## config.mk

```make
export PLATFORM = sky130hd
export DESIGN_NAME = tts_walker
export DESIGN_NICKNAME = d
export VERILOG_FILES = /design/src/rtl/tts_pkg.sv /design/src/rtl/tts_walker.sv
export SDC_FILE = /design/constraint.sdc
export NUM_CORES = 1
export LEC_CHECK = 0
export ABC_CLOCK_PERIOD_IN_PS = 3700
export BUFFER_PORTS_ARGS = -buffer_cell sky130_fd_sc_hd__buf_4
export CAP_MARGIN = 15
export CORE_MARGIN = 2
export CORE_UTILIZATION = 35
export DETAILED_ROUTE_END_ITERATION = 8
export SLEW_MARGIN = 10
export SYNTH_ARGS = -nofsm -noshare
export SYNTH_HDL_FRONTEND = slang
export SYNTH_SLANG_ARGS = --single-unit
export TNS_END_PERCENT = 100
```

## constraint.sdc

```tcl
create_clock -name clk_i -period 3.7 [get_ports clk_i]
set_input_delay 0.74 -clock clk_i [delete_from_list [all_inputs] [get_ports clk_i]]
set_output_delay 0.74 -clock clk_i [all_outputs]
set_load 0.02 [all_outputs]
```

## src/rtl/tts_pkg.sv

```systemverilog
// Package for the terminal text screen engine.
// Holds the geometry, the command codes, the FSM states and the walk descriptor.
// No dependencies.
package tts_pkg;

  localparam int unsigned COLUMNS = 80;
  localparam int unsigned ROWS    = 24;
  localparam int unsigned COL_W   = 7;
  localparam int unsigned ROW_W   = 5;
  localparam int unsigned ADDR_W  = ROW_W + COL_W;
  localparam int unsigned DEPTH   = ROWS << COL_W;

  localparam logic [7:0]       BLANK    = 8'hA0;
  localparam logic [COL_W-1:0] LAST_COL = COL_W'(COLUMNS - 1);
  localparam logic [ROW_W-1:0] LAST_ROW = ROW_W'(ROWS - 1);

  typedef enum logic [4:0] {
    REQ_PUT      = 5'd0,
    REQ_GOTO     = 5'd1,
    REQ_CR       = 5'd2,
    REQ_LF       = 5'd3,
    REQ_RI       = 5'd4,
    REQ_BS       = 5'd5,
    REQ_REGION   = 5'd6,
    REQ_IL       = 5'd7,
    REQ_DL       = 5'd8,
    REQ_ICH      = 5'd9,
    REQ_DCH      = 5'd10,
    REQ_ECH      = 5'd11,
    REQ_EL_END   = 5'd12,
    REQ_EL_START = 5'd13,
    REQ_EL_ALL   = 5'd14,
    REQ_ED_START = 5'd15,
    REQ_ED_END   = 5'd16,
    REQ_ED_ALL   = 5'd17,
    REQ_ATTR     = 5'd18,
    REQ_SAVE     = 5'd19,
    REQ_RESTORE  = 5'd20,
    REQ_READ     = 5'd21
  } req_e;

  typedef enum logic [2:0] {
    ST_CLEAR,
    ST_IDLE,
    ST_EXEC,
    ST_WALK,
    ST_READ,
    ST_DONE
  } state_e;

  // One pass over a cell range; each destination cell takes its source cell
  // (shifted along one axis by delta), or blank when fill_blank is set or the source leaves [lo, hi].
  typedef struct packed {
    logic [ROW_W-1:0] r0;
    logic [COL_W-1:0] c0;
    logic [ROW_W-1:0] r1;
    logic [COL_W-1:0] c1;
    logic             down;
    logic             on_row;
    logic signed [9:0] delta;
    logic [7:0]       lo;
    logic [7:0]       hi;
    logic             fill_blank;
    logic             src_alt;
    logic             dst_alt;
  } walk_t;

  typedef struct packed {
    logic              we;
    logic [ADDR_W-1:0] addr;
    logic              blank;
    logic              src_alt;
    logic              dst_alt;
  } wr_t;

endpackage

```

## src/rtl/tts_walker.sv

```systemverilog
// Cell walker: steps through a range one cell per cycle, reads the source
// cell and writes the destination in the cycle after. Depends on tts_pkg.
module tts_walker import tts_pkg::*; (
  input  logic              clk_i,
  input  logic              rst_ni,
  input  logic              start_i,
  input  walk_t             desc_i,
  output logic [ADDR_W-1:0] raddr_o,
  output wr_t               wr_o,
  output logic              idle_o
);

  logic             busy_q, busy_d;
  logic [ROW_W-1:0] pos_r_q, pos_r_d;
  logic [COL_W-1:0] pos_c_q, pos_c_d;
  walk_t            desc_q;
  wr_t              wr_q, wr_d;

  logic signed [9:0] ax, src;
  logic              src_ok;

  always_comb begin
    ax     = desc_q.on_row ? 10'(pos_r_q) : 10'(pos_c_q);
    src    = ax + desc_q.delta;
    src_ok = (src >= $signed({2'b00, desc_q.lo})) && (src <= $signed({2'b00, desc_q.hi}));
    raddr_o = desc_q.on_row ? {src[ROW_W-1:0], pos_c_q} : {pos_r_q, src[COL_W-1:0]};
  end

  always_comb begin
    busy_d  = busy_q;
    pos_r_d = pos_r_q;
    pos_c_d = pos_c_q;
    wr_d    = '0;
    if (start_i) begin
      busy_d  = 1'b1;
      pos_r_d = desc_i.r0;
      pos_c_d = desc_i.c0;
    end else if (busy_q) begin
      wr_d.we      = 1'b1;
      wr_d.addr    = {pos_r_q, pos_c_q};
      wr_d.blank   = desc_q.fill_blank | ~src_ok;
      wr_d.src_alt = desc_q.src_alt;
      wr_d.dst_alt = desc_q.dst_alt;
      if (pos_r_q == desc_q.r1 && pos_c_q == desc_q.c1) begin
        busy_d = 1'b0;
      end else if (desc_q.down) begin
        if (pos_c_q == '0) begin
          pos_c_d = LAST_COL;
          pos_r_d = pos_r_q - 1'b1;
        end else begin
          pos_c_d = pos_c_q - 1'b1;
        end
      end else begin
        if (pos_c_q == LAST_COL) begin
          pos_c_d = '0;
          pos_r_d = pos_r_q + 1'b1;
        end else begin
          pos_c_d = pos_c_q + 1'b1;
        end
      end
    end
  end

  always_ff @(posedge clk_i or negedge rst_ni) begin
    if (!rst_ni) begin
      busy_q <= 1'b0;
      wr_q   <= '0;
    end else begin
      busy_q <= busy_d;
      wr_q   <= wr_d;
    end
  end

  always_ff @(posedge clk_i) begin
    pos_r_q <= pos_r_d;
    pos_c_q <= pos_c_d;
    if (start_i) begin
      desc_q <= desc_i;
    end
  end

  assign wr_o   = wr_q;
  assign idle_o = ~busy_q & ~wr_q.we;

endmodule

```

==> impl_metrics.ini <==
[outcome]
outcome = finished clean

[pwr]
p_int_mw = 1.707
power.density_mw_per_mm2 = 518.1
vdd_ir_drop_max_mv = 0.2502
leakage_nw = 2.192
p_sw_uw = 883.6
clockPowerShare_pct = 23.4
switching_share_pct = 34.11
seqPwrFrac_pct = 39.0
power_frac_comb_pct = 37.6

[final_layout]
final_cell_mix = buf_4, edfxtp_1, inv_1, ha_1, xor2_1
drive_gt1_share_pct = 32.95
layout_commonest_cell = buf_4
syn_to_final_growth_pct = 27.21
nets = 517
diodes = 0

[drt]
routed_via_density = 4.904
vias = 2815
postRouteAntennaNets = 0
drtPass1Iterations = 4
drc_errors = 0
wl_um = 9637
wl_per_cell_um = 16.79
first_iter_violations = 122

[clocking]
clk_latency_ns = 0.36
cts_buffers = 9
path_clk_slew_ns = 0.09
cts_max_level = 3
cts_buffer_depth = 2
cts_num_sinks = 72
clock-root-buffer = clkbuf_8
cts_tree = done
ctsHoldBuffers = 0

[worst_setup_path]
arrival_ns = 2.89
start_kind = register
cp.required_ns = 2.96
crit_type = register to output port
reg2regPathDepth = 15
endpoint_kind = output port
critPathMaxFanout = 4

[synthesis]
syn-instance-count = 328
ys_async_sr_fraction_pct = 23.61
syn-cell-area_mm2 = 0.003931
synth_edf_count = 55
synth_seq_cells = 72
seq_area_frac_synth_pct = 52.83
ys_types = 53
synth_area_per_cell_um2 = 11.99
synthFlopType = edfxtp_1
synth_fp_nets = 416
yosys_warnings = 0

[timing]
timing.final.ws_setup_ns = 0.07175
hold_ws_ns = 0.2351
tightest_slew_ns = 0.8900
finalHoldViolations = 0
timing.final.crit_period_ns = 3.628
drv_slew = 0
timing.final.crit_share_pct = 98.06
fmax_mhz = 275.6
rsz0062_at_grt = yes
setup_viol = 0
maxSlewHeadroom_pct = 40.54
fin_skew_ns = 0.01660

[global_routing]
grt_pass1_wl_um = 14740
grt_usage_pct = 16.73
grt_pass1_vias = 2856
grt_max_degree = 53
grt_remaining_overflow = 0
antenna_found_initial = 0

[floorplan]
initial_core_util_pct = 36.11
boundaryPins = 87
core_area_mm2 = 0.01089
die_y_um = 110.0
die-area_mm2 = 0.01210
die_w_um = 110.0
row_count = 38

[placed_design]
io_buffers = 86
gp_congestion = 0.9266
place_ws_ns = 0.1424
dp_hpwl_um = 7272

[run]
cap_violations = 0

[min_path]
hold_class = primary input to async pin
[final cells by class]
class,instances,area [um^2]
well taps,140,175.2
fillers,1038,5887
clock inverters,6,58.81
clock buffers,10,127.6
inverters,29,108.9
repair buffers,103,780.7
multi-input cells,214,1673
flip-flops and latches,72,2077
[flip-flops by register name, indices dropped and copies added (netlist names)]
signal	flops
desc_q	43
wr_o	16
pos_c_q	7
pos_r_q	5
busy_q	1
[Yosys cell counts, drive strengths merged, types with 2 or more instances]
library cell,number,share of area (%)
nand3b,2,0.38
inv,29,2.8
ha,28,8.9
nand2b,3,0.48
dfrtp,17,11
a2111oi,2,0.45
nand2,19,1.8
mux2,13,3.7
clkbuf,5,0.73
nor3b,4,0.89
o21ai,17,2.2
fa,2,1.0
o211ai,3,0.57
o21bai,2,0.38
and2,10,1.6
edfxtp,55,42
mux2i,3,0.76
xor2,20,4.5
nor2b,4,0.64
and3,2,0.35
nand3,10,1.3
a21oi,12,1.5
o21a,2,0.38
xnor2,8,1.8
nor2,16,1.6
nor3,4,0.51
a21o,8,1.5
buf,8,1.6
nor4,4,1.0
[logic make-up after synthesis]
family / count (synthesis) / share of synthesized area, %
and+or+nand+nor: 81 / 11.39
adders and majority gates: 30 / 9.930
DFF: 72 / 52.83
buffers and inverters: 42 / 5.092
muxes: 16 / 4.488
AOI/OAI and AO/OA: 59 / 10.03
xor gates and xnor gates: 28 / 6.238
[power by group through the flow]
stage	logic [mW]	registers (mW)	clock network [mW]
2_1_floorplan	0.585	1.04	0
3_3_place_gp	0.926	1.03	0
3_5_place_dp	0.949	1.03	0
4_1_cts	0.959	1.01	0.626
5_1_grt	1.06	1.02	0.657
6_report	0.974	1.01	0.605
[critical path, stage by stage, from the launching register on]
cell,delay [ns]
edfxtp_1,0.46
o21ai_1,0.17
ha_2,0.22
inv_1,0.06
fa_1,0.42
nor2b_2,0.17
o2111ai_2,0.13
and4b_2,0.27
xnor2_2,0.17
mux2_2,0.30
buf_4,0.16
[per-layer routing]
layer / track usage (%) / wire length (um) / vias to the layer above
li1: - / - / 1379
met1: 22.13 / 4361 / 1326
met2: 25.46 / 4419 / 91
met3: 4.586 / 591 / 19
met4: 7.776 / 265 / 0
met5: 0 / 0 / -
[timing repair]
item                       in CTS  in global routing
resized for setup               1                  9
setup endpoints to repair       1                  5
setup buffers                   0                  3
pin swaps                       0                  1
[through the flow]
step                      std cells  area [um^2]  util [%]  setup TNS, ns  power (mW)
after global routing            574         5001     45.93       -0.03999       2.740
after floorplan                 328         3931         -              0       1.625
final                           574         5001     45.93              0       2.591
after CTS                       571         4960     45.55              0       2.597
after detailed placement        555         4766     43.77              0       1.977
after global placement          555         4766     43.77              0       1.954
[path summary, 6_finish.rpt]
kind | slack (ns) | from | endpoint
hold reg to reg | 0.45 | desc_q[1] | wr_o[1]
setup reg to reg | 0.19 | pos_c_q[1] | wr_o[2]
setup / recovery | 0.07 | desc_q[29] | raddr_o[6]
max in group asynchronous | 3.26 | rst_ni | wr_o[2]
hold / removal | 0.24 | rst_ni | wr_o[5]
min in group clk_i | 0.45 | desc_q[1] | wr_o[1]
Power figures use the tool's default switching activity.
